[src/rtl/wcpp_pkg.sv]
// Shared types and constants for the waveform column peak plotter.
// No dependencies; imported by every module of the block.
`default_nettype none
package wcpp_pkg;

  localparam int SIDX_BITS    = 24;
  localparam int COL_BITS     = 12;
  localparam int WID_BITS     = 13;
  localparam int MAG_BITS     = 15;
  localparam int SAMPLE_BITS  = 16;
  localparam int PIX_BITS     = 14;
  localparam int CFG_IDX_BITS = 3;
  localparam int CFG_DAT_BITS = 24;
  localparam int MAX_COLUMNS  = 4096;
  localparam int MAX_CHANNELS = 2;
  localparam int DIV_CNT_BITS = $clog2(SIDX_BITS + 1);

  typedef logic [MAG_BITS-1:0] mag_t;

  typedef enum logic [CFG_IDX_BITS-1:0] {
    CFG_SAMPLE_COUNT  = 3'd0,
    CFG_COLUMN_COUNT  = 3'd1,
    CFG_PLOT_HEIGHT   = 3'd2,
    CFG_CENTER_ROW    = 3'd3,
    CFG_ORIGIN_COLUMN = 3'd4,
    CFG_CHANNEL_COUNT = 3'd5
  } cfg_idx_t;

  typedef struct packed {
    logic                valid;
    mag_t                peak;
    logic [COL_BITS-1:0] col;
    logic                last;
  } emit_t;

endpackage
`default_nettype wire

[src/rtl/wcpp_lane.sv]
// One channel lane: registered saturating magnitude of a Q1.15 sample.
// Depends on wcpp_pkg.
`default_nettype none
module wcpp_lane (
  input  wire logic                             clk,
  input  wire logic                             load,
  input  wire logic                             active,
  input  wire logic signed [wcpp_pkg::SAMPLE_BITS-1:0] sample,
  output wcpp_pkg::mag_t                        mag_r
);
  import wcpp_pkg::*;

  logic [SAMPLE_BITS-1:0] abs_v;
  mag_t                   mag_nxt;

  always_comb begin
    abs_v = sample[SAMPLE_BITS-1] ? (~sample + 1'b1) : sample;
    if (!active) begin
      mag_nxt = '0;
    end else if (abs_v[SAMPLE_BITS-1]) begin
      mag_nxt = '1;
    end else begin
      mag_nxt = abs_v[MAG_BITS-1:0];
    end
  end

  always_ff @(posedge clk) begin
    if (load) begin
      mag_r <= mag_nxt;
    end
  end

endmodule
`default_nettype wire

[src/rtl/wcpp_div.sv]
// Restoring divider, one quotient bit per cycle: sample count over column count.
// Depends on wcpp_pkg.
`default_nettype none
module wcpp_div (
  input  wire logic                          clk,
  input  wire logic                          rst_n,
  input  wire logic                          start,
  input  wire logic [wcpp_pkg::SIDX_BITS-1:0] dividend,
  input  wire logic [wcpp_pkg::WID_BITS-1:0]  divisor,
  output logic                               busy,
  output logic [wcpp_pkg::SIDX_BITS-1:0]     quo,
  output logic [wcpp_pkg::WID_BITS-1:0]      rem
);
  import wcpp_pkg::*;

  logic [SIDX_BITS-1:0]    quo_r, quo_nxt;
  logic [WID_BITS-1:0]     rem_r, rem_nxt;
  logic [WID_BITS-1:0]     dsr_r, dsr_nxt;
  logic [DIV_CNT_BITS-1:0] cnt_r, cnt_nxt;
  logic [WID_BITS:0]       trial;

  always_comb begin
    quo_nxt = quo_r;
    rem_nxt = rem_r;
    dsr_nxt = dsr_r;
    cnt_nxt = cnt_r;
    trial   = {rem_r, quo_r[SIDX_BITS-1]};
    if (start) begin
      quo_nxt = dividend;
      rem_nxt = '0;
      dsr_nxt = divisor;
      cnt_nxt = DIV_CNT_BITS'(SIDX_BITS);
    end else if (cnt_r != '0) begin
      cnt_nxt = cnt_r - 1'b1;
      if (trial >= {1'b0, dsr_r}) begin
        rem_nxt = WID_BITS'(trial - {1'b0, dsr_r});
        quo_nxt = {quo_r[SIDX_BITS-2:0], 1'b1};
      end else begin
        rem_nxt = trial[WID_BITS-1:0];
        quo_nxt = {quo_r[SIDX_BITS-2:0], 1'b0};
      end
    end
  end

  always_ff @(posedge clk) begin
    if (!rst_n) begin
      quo_r <= SIDX_BITS'(1);
      rem_r <= '0;
      dsr_r <= WID_BITS'(1);
      cnt_r <= '0;
    end else begin
      quo_r <= quo_nxt;
      rem_r <= rem_nxt;
      dsr_r <= dsr_nxt;
      cnt_r <= cnt_nxt;
    end
  end

  assign busy = (cnt_r != '0);
  assign quo  = quo_r;
  assign rem  = rem_r;

endmodule
`default_nettype wire

[src/rtl/wcpp_track.sv]
// Merge stage: folds lane magnitudes into the running peak, tracks column
// boundaries and holds the finished-column record. Depends on wcpp_pkg.
`default_nettype none
module wcpp_track (
  input  wire logic                           clk,
  input  wire logic                           rst_n,
  input  wire logic                           clear,
  input  wire logic                           step,
  input  wire logic                           e_free,
  input  wire wcpp_pkg::mag_t                 mags [wcpp_pkg::MAX_CHANNELS],
  input  wire logic [wcpp_pkg::SIDX_BITS-1:0] quo,
  input  wire logic [wcpp_pkg::WID_BITS-1:0]  rem,
  input  wire logic [wcpp_pkg::WID_BITS-1:0]  cols,
  output wcpp_pkg::emit_t                     emit_r
);
  import wcpp_pkg::*;

  logic [SIDX_BITS-1:0] sidx_r, sidx_nxt;
  logic [COL_BITS-1:0]  col_r, col_nxt;
  logic [SIDX_BITS-1:0] nb_r, nb_nxt;
  logic [WID_BITS-1:0]  brem_r, brem_nxt;
  mag_t                 peak_r, peak_nxt;
  emit_t                emit_nxt;

  logic                 first;
  logic [SIDX_BITS-1:0] nb_cur, sidx_inc;
  logic [WID_BITS-1:0]  brem_cur;
  logic [WID_BITS:0]    brem_sum;
  mag_t                 pk;
  logic                 hit, last;

  always_comb begin
    first    = (sidx_r == '0) && (col_r == '0);
    nb_cur   = first ? quo : nb_r;
    brem_cur = first ? rem : brem_r;
    pk       = peak_r;
    for (int i = 0; i < MAX_CHANNELS; i++) begin
      if (mags[i] > pk) pk = mags[i];
    end
    sidx_inc = sidx_r + 1'b1;
    hit      = (sidx_inc == nb_cur);
    last     = ({1'b0, col_r} + 1'b1) >= cols;
    brem_sum = {1'b0, brem_cur} + {1'b0, rem};

    sidx_nxt = sidx_r;
    col_nxt  = col_r;
    nb_nxt   = nb_r;
    brem_nxt = brem_r;
    peak_nxt = peak_r;
    emit_nxt = emit_r;
    if (e_free) emit_nxt.valid = 1'b0;

    if (clear) begin
      sidx_nxt = '0;
      col_nxt  = '0;
      nb_nxt   = '0;
      brem_nxt = '0;
      peak_nxt = '0;
    end else if (step) begin
      if (!hit) begin
        sidx_nxt = sidx_inc;
        nb_nxt   = nb_cur;
        brem_nxt = brem_cur;
        peak_nxt = pk;
      end else begin
        emit_nxt.valid = 1'b1;
        emit_nxt.peak  = pk;
        emit_nxt.col   = col_r;
        emit_nxt.last  = last;
        peak_nxt       = '0;
        if (last) begin
          sidx_nxt = '0;
          col_nxt  = '0;
          nb_nxt   = '0;
          brem_nxt = '0;
        end else begin
          sidx_nxt = sidx_inc;
          col_nxt  = col_r + 1'b1;
          if (brem_sum >= {1'b0, cols}) begin
            brem_nxt = WID_BITS'(brem_sum - {1'b0, cols});
            nb_nxt   = nb_cur + quo + 1'b1;
          end else begin
            brem_nxt = brem_sum[WID_BITS-1:0];
            nb_nxt   = nb_cur + quo;
          end
        end
      end
    end
  end

  always_ff @(posedge clk) begin
    if (!rst_n) begin
      sidx_r       <= '0;
      col_r        <= '0;
      nb_r         <= '0;
      brem_r       <= '0;
      peak_r       <= '0;
      emit_r.valid <= 1'b0;
    end else begin
      sidx_r       <= sidx_nxt;
      col_r        <= col_nxt;
      nb_r         <= nb_nxt;
      brem_r       <= brem_nxt;
      peak_r       <= peak_nxt;
      emit_r.valid <= emit_nxt.valid;
    end
    emit_r.peak <= emit_nxt.peak;
    emit_r.col  <= emit_nxt.col;
    emit_r.last <= emit_nxt.last;
  end

endmodule
`default_nettype wire

[src/rtl/waveform_column_peak_plotter.sv]
// Top level of the waveform column peak plotter: configuration registers,
// channel lanes, boundary divider, merge stage and output register.
// Depends on wcpp_pkg, wcpp_lane, wcpp_div and wcpp_track.
//
// Accepts one frame per cycle while in_stall is low and emits one pixel per
// finished column, through the lane register, merge stage and output
// register. After a configuration write to a used index the input stalls
// while the restoring divider forms sample_count / column_count one bit per
// cycle; every such write restarts the clip. cfg_ready is always high.
`default_nettype none
module waveform_column_peak_plotter (
  input  wire logic                                 clk,
  input  wire logic                                 rst_n,
  input  wire logic                                 in_valid,
  output logic                                      in_stall,
  input  wire logic signed [wcpp_pkg::SAMPLE_BITS-1:0] in_sample_ch0,
  input  wire logic signed [wcpp_pkg::SAMPLE_BITS-1:0] in_sample_ch1,
  output logic                                      out_valid,
  input  wire logic                                 out_stall,
  output logic signed [wcpp_pkg::PIX_BITS-1:0]      out_pixel_x,
  output logic signed [wcpp_pkg::PIX_BITS-1:0]      out_pixel_y,
  output logic                                      out_last_column,
  input  wire logic                                 cfg_valid,
  output logic                                      cfg_ready,
  input  wire logic [wcpp_pkg::CFG_IDX_BITS-1:0]    cfg_index,
  input  wire logic [wcpp_pkg::CFG_DAT_BITS-1:0]    cfg_data
);
  import wcpp_pkg::*;

  logic [SIDX_BITS-1:0] samples_r;
  logic [WID_BITS-1:0]  columns_r, height_r;
  logic [WID_BITS-1:0]  center_r, origin_r;
  logic [1:0]           chans_r;
  logic                 cfg_hit, start_r;

  logic [SIDX_BITS-1:0] n_eff;
  logic [WID_BITS-1:0]  w_eff;
  logic [1:0]           ch_eff;

  logic                 div_busy;
  logic [SIDX_BITS-1:0] quo;
  logic [WID_BITS-1:0]  rem;

  logic                 in_acc, l_valid_r, l_free, step;
  logic                 e_free, o_adv;
  mag_t                 mags [MAX_CHANNELS];
  logic signed [SAMPLE_BITS-1:0] samp [MAX_CHANNELS];
  emit_t                emit_r;

  logic [MAG_BITS+WID_BITS-1:0] prod;
  logic                 out_valid_r;
  logic [PIX_BITS-1:0]  x_r, y_r;
  logic                 last_r;

  assign cfg_ready = 1'b1;

  always_comb begin
    cfg_hit = 1'b0;
    if (cfg_valid) begin
      unique case (cfg_index)
        CFG_SAMPLE_COUNT, CFG_COLUMN_COUNT, CFG_PLOT_HEIGHT,
        CFG_CENTER_ROW, CFG_ORIGIN_COLUMN, CFG_CHANNEL_COUNT: cfg_hit = 1'b1;
        default: cfg_hit = 1'b0;
      endcase
    end
  end

  always_ff @(posedge clk) begin
    if (!rst_n) begin
      samples_r <= SIDX_BITS'(1);
      columns_r <= WID_BITS'(1);
      height_r  <= '0;
      center_r  <= '0;
      origin_r  <= '0;
      chans_r   <= 2'd1;
      start_r   <= 1'b0;
    end else begin
      start_r <= cfg_hit;
      if (cfg_valid) begin
        unique case (cfg_index)
          CFG_SAMPLE_COUNT:  samples_r <= cfg_data[SIDX_BITS-1:0];
          CFG_COLUMN_COUNT:  columns_r <= cfg_data[WID_BITS-1:0];
          CFG_PLOT_HEIGHT:   height_r  <= cfg_data[WID_BITS-1:0];
          CFG_CENTER_ROW:    center_r  <= cfg_data[WID_BITS-1:0];
          CFG_ORIGIN_COLUMN: origin_r  <= cfg_data[WID_BITS-1:0];
          CFG_CHANNEL_COUNT: chans_r   <= cfg_data[1:0];
          default: ;
        endcase
      end
    end
  end

  always_comb begin
    n_eff = (samples_r == '0) ? SIDX_BITS'(1) : samples_r;
    w_eff = (columns_r == '0) ? WID_BITS'(1) : columns_r;
    if (w_eff > WID_BITS'(MAX_COLUMNS)) w_eff = WID_BITS'(MAX_COLUMNS);
    if (SIDX_BITS'(w_eff) > n_eff) w_eff = n_eff[WID_BITS-1:0];
    ch_eff = (chans_r == '0) ? 2'd1 : chans_r;
    if (ch_eff > 2'(MAX_CHANNELS)) ch_eff = 2'(MAX_CHANNELS);
  end

  wcpp_div u_div (
    .clk      (clk),
    .rst_n    (rst_n),
    .start    (start_r),
    .dividend (n_eff),
    .divisor  (w_eff),
    .busy     (div_busy),
    .quo      (quo),
    .rem      (rem)
  );

  assign o_adv    = !out_valid_r || !out_stall;
  assign e_free   = !emit_r.valid || o_adv;
  assign step     = l_valid_r && e_free;
  assign l_free   = !l_valid_r || step;
  assign in_stall = div_busy || start_r || cfg_hit || !l_free;
  assign in_acc   = in_valid && !in_stall;

  always_ff @(posedge clk) begin
    if (!rst_n) begin
      l_valid_r <= 1'b0;
    end else if (l_free) begin
      l_valid_r <= in_acc;
    end
  end

  assign samp[0] = in_sample_ch0;
  assign samp[1] = in_sample_ch1;

  for (genvar i = 0; i < MAX_CHANNELS; i++) begin : g_lane
    wcpp_lane u_lane (
      .clk    (clk),
      .load   (in_acc),
      .active (2'(i) < ch_eff),
      .sample (samp[i]),
      .mag_r  (mags[i])
    );
  end

  wcpp_track u_track (
    .clk    (clk),
    .rst_n  (rst_n),
    .clear  (cfg_hit),
    .step   (step),
    .e_free (e_free),
    .mags   (mags),
    .quo    (quo),
    .rem    (rem),
    .cols   (w_eff),
    .emit_r (emit_r)
  );

  assign prod = emit_r.peak * height_r;

  always_ff @(posedge clk) begin
    if (!rst_n) begin
      out_valid_r <= 1'b0;
    end else if (o_adv) begin
      out_valid_r <= emit_r.valid;
    end
  end

  always_ff @(posedge clk) begin
    if (o_adv) begin
      x_r    <= {origin_r[WID_BITS-1], origin_r} + {2'b00, emit_r.col};
      y_r    <= {center_r[WID_BITS-1], center_r}
                - {2'b00, prod[MAG_BITS+WID_BITS-1:16]};
      last_r <= emit_r.last;
    end
  end

  assign out_valid       = out_valid_r;
  assign out_pixel_x     = x_r;
  assign out_pixel_y     = y_r;
  assign out_last_column = last_r;

endmodule
`default_nettype wire

[config.mk]
export PLATFORM = sky130hd
export DESIGN_NAME = waveform_column_peak_plotter
export DESIGN_NICKNAME = d
export VERILOG_FILES = /design/src/rtl/wcpp_pkg.sv /design/src/rtl/wcpp_lane.sv /design/src/rtl/wcpp_div.sv /design/src/rtl/wcpp_track.sv /design/src/rtl/waveform_column_peak_plotter.sv
export SDC_FILE = /design/constraint.sdc
export NUM_CORES = 1
export LEC_CHECK = 0
export BUFFER_PORTS_ARGS = -buffer_cell sky130_fd_sc_hd__buf_2
export CAP_MARGIN = 20
export CELL_PAD_IN_SITES_DETAIL_PLACEMENT = 0
export CELL_PAD_IN_SITES_GLOBAL_PLACEMENT = 2
export CORE_MARGIN = 5
export CORE_UTILIZATION = 40
export CTS_CLUSTER_DIAMETER = 150
export DETAILED_ROUTE_END_ITERATION = 6
export PLACE_DENSITY_LB_ADDON = 0.05
export SKIP_CTS_REPAIR_TIMING = 1
export SLEW_MARGIN = 40
export SYNTH_ARGS = -nofsm -noshare
export SYNTH_HDL_FRONTEND = slang
export SYNTH_HIERARCHICAL = 1
export SYNTH_SLANG_ARGS = --single-unit
[constraint.sdc]
create_clock -name clk -period 7.8 [get_ports clk]
set_clock_uncertainty 0.1 [all_clocks]
set_input_delay 0.78 -clock clk [delete_from_list [all_inputs] [get_ports clk]]
set_output_delay 0.78 -clock clk [all_outputs]
set_load 0.05 [all_outputs]
Yosys cells after proc, flatten, opt, wreduce, memory -nomap -nowiden
Index checks and enable logic that the tools add are counted.

Input bits: 64. Memories: 0. Bits in latches: 0. Bits in read-only memories: 0. Bits in writable memories: 0. Register bits after elaboration: 312.

$add $sub $neg: 13. Divide/modulo/power cells: 0. Bitwise operators: 4. Reduce and logical (&&, ||, !) cells: 34. Multipliers: 1. Eq/ne operators: 6. Order comparisons: 10. Mux-type cells: 36. Shift-type cells: 0.

Operator list (count): 24-bit 2-to-1 mux (9); 13-bit 2-to-1 mux (8); 29-bit 2-to-1 mux (3); 15-bit 2-to-1 mux (5); 24-bit by 1-bit adder with 24-bit output (second input constant) (2); 24-bit zero test (2); 16-bit by 1-bit adder with 16-bit output (second input constant) (2); 16-bit 2-to-1 mux (2); 16-bit NOT (2); 15-bit > comparator (2); 13-bit by 13-bit adder with 14-bit output (2); 14-bit by 13-bit >= comparator with 1-bit output (2); 15-bit by 13-bit multiplier with 28-bit output (1); 13-bit subtractor (2); 24-bit adder (1); 24-bit equality test (1); 13-bit by 24-bit > comparator with 1-bit output (1); 2-bit AND reduction (7); 13-bit by 13-bit subtractor with 14-bit output (1); 12-bit by 1-bit adder with 13-bit output (second input constant) (1); 13-bit >= comparator (1); 13-bit > comparator (second input constant) (1); 13-bit zero test (1); 12-bit by 1-bit adder with 12-bit output (second input constant) (1); 22 further kinds (44).

Logic depth before layout (Yosys ltp)
Depth in word-level cells: 10. Depth in mapped cells: 32. Mapped depth without buffers: 28.

By module
The synthesis kept the hierarchy.

Modules (own cells, without submodules): waveform_column_peak_plotter (cells an instance 1346, times used 1, area each 11715.0 um^2, sequential area each 2472.4 um^2); wcpp_track (cells an instance 1253, times used 1, area each 10157.2 um^2, sequential area each 2622.5 um^2); wcpp_div (cells an instance 373, times used 1, area each 3198.1 um^2, sequential area each 1101.1 um^2); wcpp_lane (cells an instance 85, times used 2, area each 904.6 um^2, sequential area each 450.4 um^2).

Worst setup path before layout
OpenSTA, ideal clock, no wires.

Kind: register -> register. From: reg height_r[12]. To: reg y_r[10], in the netlist out_pixel_y[10], data pin. Arrival: 6.317 ns. Buffers on the path: 1. Cell stages (with the launch flop): 27. Data required time: 7.442 ns. Path slack: 1.125 ns. Cell sequence: dfxtp_1 clkbuf_1 nand2_1 fa_1 fa_1 inv_1 fa_1 fa_1 inv_1 fa_1 inv_1 ha_1 a21oi_1 o221ai_1 o21ai_0 a21oi_1 or2_2 a21oi_1 xor2_1 ha_1 a21o_1 a21oi_1 o21ai_0 o211a_1 o21ai_0 nor2b_1 xnor2_1.

Longest elaborated chain between the ends: 2.

Ends and longest elaborated chain: start: declaration (RTL line waveform_column_peak_plotter.sv:31) `logic [WID_BITS-1:0] columns_r, height_r;`; start signal: assignment (RTL line waveform_column_peak_plotter.sv:83) `CFG_PLOT_HEIGHT: height_r <= cfg_data[WID_BITS-1:0];`; 15-bit by 13-bit multiplier with 28-bit output (RTL line waveform_column_peak_plotter.sv:154) `assign prod = emit_r.peak * height_r;`; 13-bit by 13-bit subtractor with 14-bit output (RTL line waveform_column_peak_plotter.sv:168) `- {2'b00, prod[MAG_BITS+WID_BITS-1:16]};`; end signal: assignment (RTL line waveform_column_peak_plotter.sv:167) `y_r <= {center_r[WID_BITS-1], center_r}`; end: declaration (RTL line waveform_column_peak_plotter.sv:52) `logic [PIX_BITS-1:0] x_r, y_r;`.

Every way passes these cells. A chain may end at the register's enable or synchronous reset.

Final worst setup path
From: reg u_track/emit_r[21] (netlist name). To: reg y_r[11], in the netlist out_pixel_y[11], data pin.

Longest elaborated chain between the ends: 2.

Ends and longest elaborated chain (RTL line): 15-bit by 13-bit multiplier with 28-bit output (waveform_column_peak_plotter.sv:154); 13-bit by 13-bit subtractor with 14-bit output (waveform_column_peak_plotter.sv:168).

Every way passes these cells.

==> results.sh <==
export IMPL_yosysUniqueCellTypes=99
export IMPL_p_sw_uw=2720
export IMPL_grt_max_degree=94
export IMPL_hold_viol=0
export IMPL_numCtsBuffers=39
export IMPL_synthCells=3142
export IMPL_setup_viol=0
export IMPL_gp_congestion=0.868
export IMPL_clock_latency_ns=0.58
export IMPL_cp_end_kind="register"
export IMPL_hp_class="reg2reg"
export IMPL_detail_route_antenna_nets=0
export IMPL_maxCapViolCount=0
export IMPL_detail_route_wl_per_cell_um=20.3
export IMPL_start_util=0.402
export IMPL_vdd_drop_max_uv=168
export IMPL_vias=21939
export IMPL_cp_max_fo=13
export IMPL_swShare=0.400
export IMPL_dpl_cell_area_um2=28200
export IMPL_layout_setup_ws_ns=0.508
export IMPL_final_nets=3591
export IMPL_syn_to_final_growth_pct=10.0
export IMPL_critPathLaunchType="register"
export IMPL_wl_um=82300
export IMPL_rsz0062_at_grt="false"
export IMPL_clockBufferDepth=3
export IMPL_synth_edf_count=87
export IMPL_cts_tree="built"
export IMPL_yosys_warnings=6
export IMPL_cpLargestDelayFamily="adder cells"
export IMPL_critical_path_class="reg2reg"
export IMPL_ys_flop_type="dfxtp_1"
export IMPL_antenna_cells=0
export IMPL_finalCritPeriodShare=0.935
export IMPL_fin_tns_setup_ns=0
export IMPL_synth_area_um2=26900
export IMPL_slew_viol_final=0
export IMPL_ys_seq_area_frac=0.264
export IMPL_slowest_delay_ns=0.64
export IMPL_powerDensity_nw_per_um2=230
export IMPL_synth_seq_cells=311
export IMPL_required_ns=8.01
export IMPL_grt_busiest_layer="met2"
export IMPL_grt_pass1_vias=21906
export IMPL_n_fill_cell=6677
export IMPL_use_met1=0.330
export IMPL_clock_sinks=311
export IMPL_slew_headroom=0.506
export IMPL_cp_slowest_cell="edfxtp_1"
export IMPL_arrival_ns=7.50
export IMPL_period_needed_ns=7.29
export IMPL_first_iter_violations=1559
export IMPL_drc=0
export IMPL_outcome="complete, no violations"
export IMPL_grt_first_pass_wirelength_um=129000
export IMPL_pwr_share_clk=0.280
export IMPL_numPortBuffers=94
export IMPL_first_pass_iters=5
export IMPL_met3_usage=0.0268
export IMPL_cts_max_level=2
export IMPL_clk_pin_slew_ns=0.06
export IMPL_die_area_um2=72500
export IMPL_num_rows=95
export IMPL_async_reset_ff_frac=0
export IMPL_antenna_found_initial=2
export IMPL_vias_per_cell=5.40
export IMPL_internal_power_uw=4090
export IMPL_globalRouteTotalUtil=0.221
export IMPL_io_pins=96
export IMPL_worst_pin_slew_ns=0.741
export IMPL_leakage_uw=0.0125
export IMPL_core_area_um2=66900
export IMPL_clockRootBuffer="clkbuf_16"
export IMPL_fin_area_um2=29600
export IMPL_synth_area_per_cell_um2=8.55
export IMPL_drive_above_1_share=0.0904
export IMPL_path_common_cell="fa_1"
export IMPL_die_h_um=269
export IMPL_synth_largest_area_cell="dfxtp_1"
export IMPL_synthTopCellsByArea="dfxtp_1 (17%), fa_1 (11%), ha_1 (10%), edfxtp_1 (9.7%), nand2_1 (6.2%)"
export IMPL_cp_num_buf_inv=4
export IMPL_hpwl_um=63800
export IMPL_dp_slack_ns=0.375
export IMPL_die_w_um=269
export IMPL_grt_ovfl_total=0
export IMPL_met2_usage=0.351
export IMPL_comb_power_share=0.437
export IMPL_synth_top_cell_area_share=0.167
export IMPL_sequentialPowerShare=0.283
export IMPL_timing_fmax_mhz=137
metrics by stage:
stage / std cells / hold WS [ns] / total power, uW / utilization
final: 4060 / 0.322 / 6810 / 0.442
after global routing: 4060 / 0.330 / 7260 / 0.442
after global placement: 3983 / 0.304 / 4890 / 0.420
after detailed placement: 3984 / 0.311 / 4920 / 0.421
after floorplan: 3144 / 0.300 / 4130 / -
after CTS: 4054 / 0.312 / 6870 / 0.441
state kept, by name, indices dropped and copies added (netlist names), 14 cells and up:
| name | count |
|---|---|
| samples_r | 24 |
| out_pixel_x | 14 |
| g_lane.u_lane/mag_r | 30 |
| u_div/quo | 24 |
| u_track/sidx_r | 24 |
| u_track/nb_r | 24 |
| out_pixel_y | 14 |
| u_track/emit_r | 29 |
| u_track/peak_r | 15 |
worst register-to-register path, cell delays in order (launching register included):
cell and delay, ns:
edfxtp_1 0.64, and2_1 0.30, fa_1 0.50, inv_1 0.05, fa_1 0.52, inv_1 0.05
fa_1 0.46, fa_1 0.49, inv_1 0.05, fa_1 0.52, inv_1 0.04, ha_1 0.28
nand2_1 0.07, o21ai_0 0.34, nor2_1 0.07, a21oi_1 0.48, or2_2 0.23, xnor2_1 0.17
ha_1 0.29, nor2b_1 0.14, o21a_1 0.18, o21ai_0 0.24, a21oi_1 0.14, a41o_1 0.29
o41ai_2 0.26, xnor2_1 0.14
power groups by stage:
stage	registers [uW]	clock network (uW)	logic (uW)
floorplan	2050	0	2080
global placement	1960	0	2930
detailed placement	1970	0	2950
CTS	1930	1970	2970
global route	1940	2030	3280
finish	1930	1900	2980
final cells by class:
type,instances,area [um2],area share
multi-input combinational,2354,18000,0.610
sequential,311,7100,0.240
inverter,312,1170,0.0396
clock buffer,57,1100,0.0373
tap,873,1090,0.0369
timing repair buffer,140,842,0.0285
clock inverter,13,233,0.00787
final timing paths:
| kind | from | end | slack (ns) | cells after the start |
|---|---|---|---|---|
| worst min-delay path | u_track/emit_r[0] | out_last_column | 0.32 | 0 |
| worst min register to register | u_track/emit_r[0] | out_last_column | 0.32 | 0 |
| worst max-delay path | u_track/emit_r[21] | out_pixel_y[11] | 0.51 | 25 |
| worst max register to register | u_track/emit_r[21] | out_pixel_y[11] | 0.51 | 25 |
cells by family after synthesis:
family                   after synthesis  share of synthesized area
adder cells (fa/ha/maj)              369                      0.213
AO/OA/AOI/OAI                        635                      0.153
AND/OR/NAND/NOR                     1051                      0.195
flip-flops                           311                      0.264
multiplexers                         118                     0.0466
buffers and inverters                479                     0.0693
other                                  1                   0.000140
XOR/XNOR                             178                     0.0585
routing by layer:
layer	routed length (um)	up-vias
met2	36200	433
met3	3380	82
li1	-	10760
met4	1270	0
met1	41400	10664
met5	0	-
cells in the mapped netlist (all sizes together), types with 5 or more instances:
cell type  count
nand4         43
xnor2        119
a211oi        21
mux2          27
a22oi         18
a21boi        79
nand2        441
fa           148
a2bb2oi       14
xor2          58
o31ai         10
nor3          45
a21oi        163
o211a          5
nand3         60
ha           221
a31oi         31
and3          24
a21o          34
nor3b          5
nand4b        10
o211ai        11
inv          309
or2           11
o41ai          6
or4            5
o21bai         8
o21ai        147
mux2i         91
o21a          31
dfxtp        224
buf           28
nor4b          5
nor2         120
nor4          34
nor2b         38
edfxtp        87
a41oi          5
a22o          15
clkbuf       137
and2         134
nand2b        24
or3           31
cell usage in the layout (no fill, tap or decap), drive strengths merged, types with 6 or more instances in the layout:
cell,n
nor3,45
buf,140
inv,313
o21bai,8
xnor2,119
a22o,15
nor2,120
nand4,43
nand2b,24
dfxtp,224
a21boi,79
a22oi,18
ha,221
nor4,34
o41ai,6
nand4b,10
a2bb2oi,14
xor2,58
o31ai,10
mux2i,91
a21oi,163
clkbuf,57
a21o,34
fa,148
nand3,60
o211ai,11
o21a,31
o21ai,147
mux2,27
a31oi,31
nand2,441
a211oi,21
and3,24
nor2b,38
clkinv,8
and2,134
edfxtp,87
or3,31
or2,11
Power figures use the tool's default switching activity.
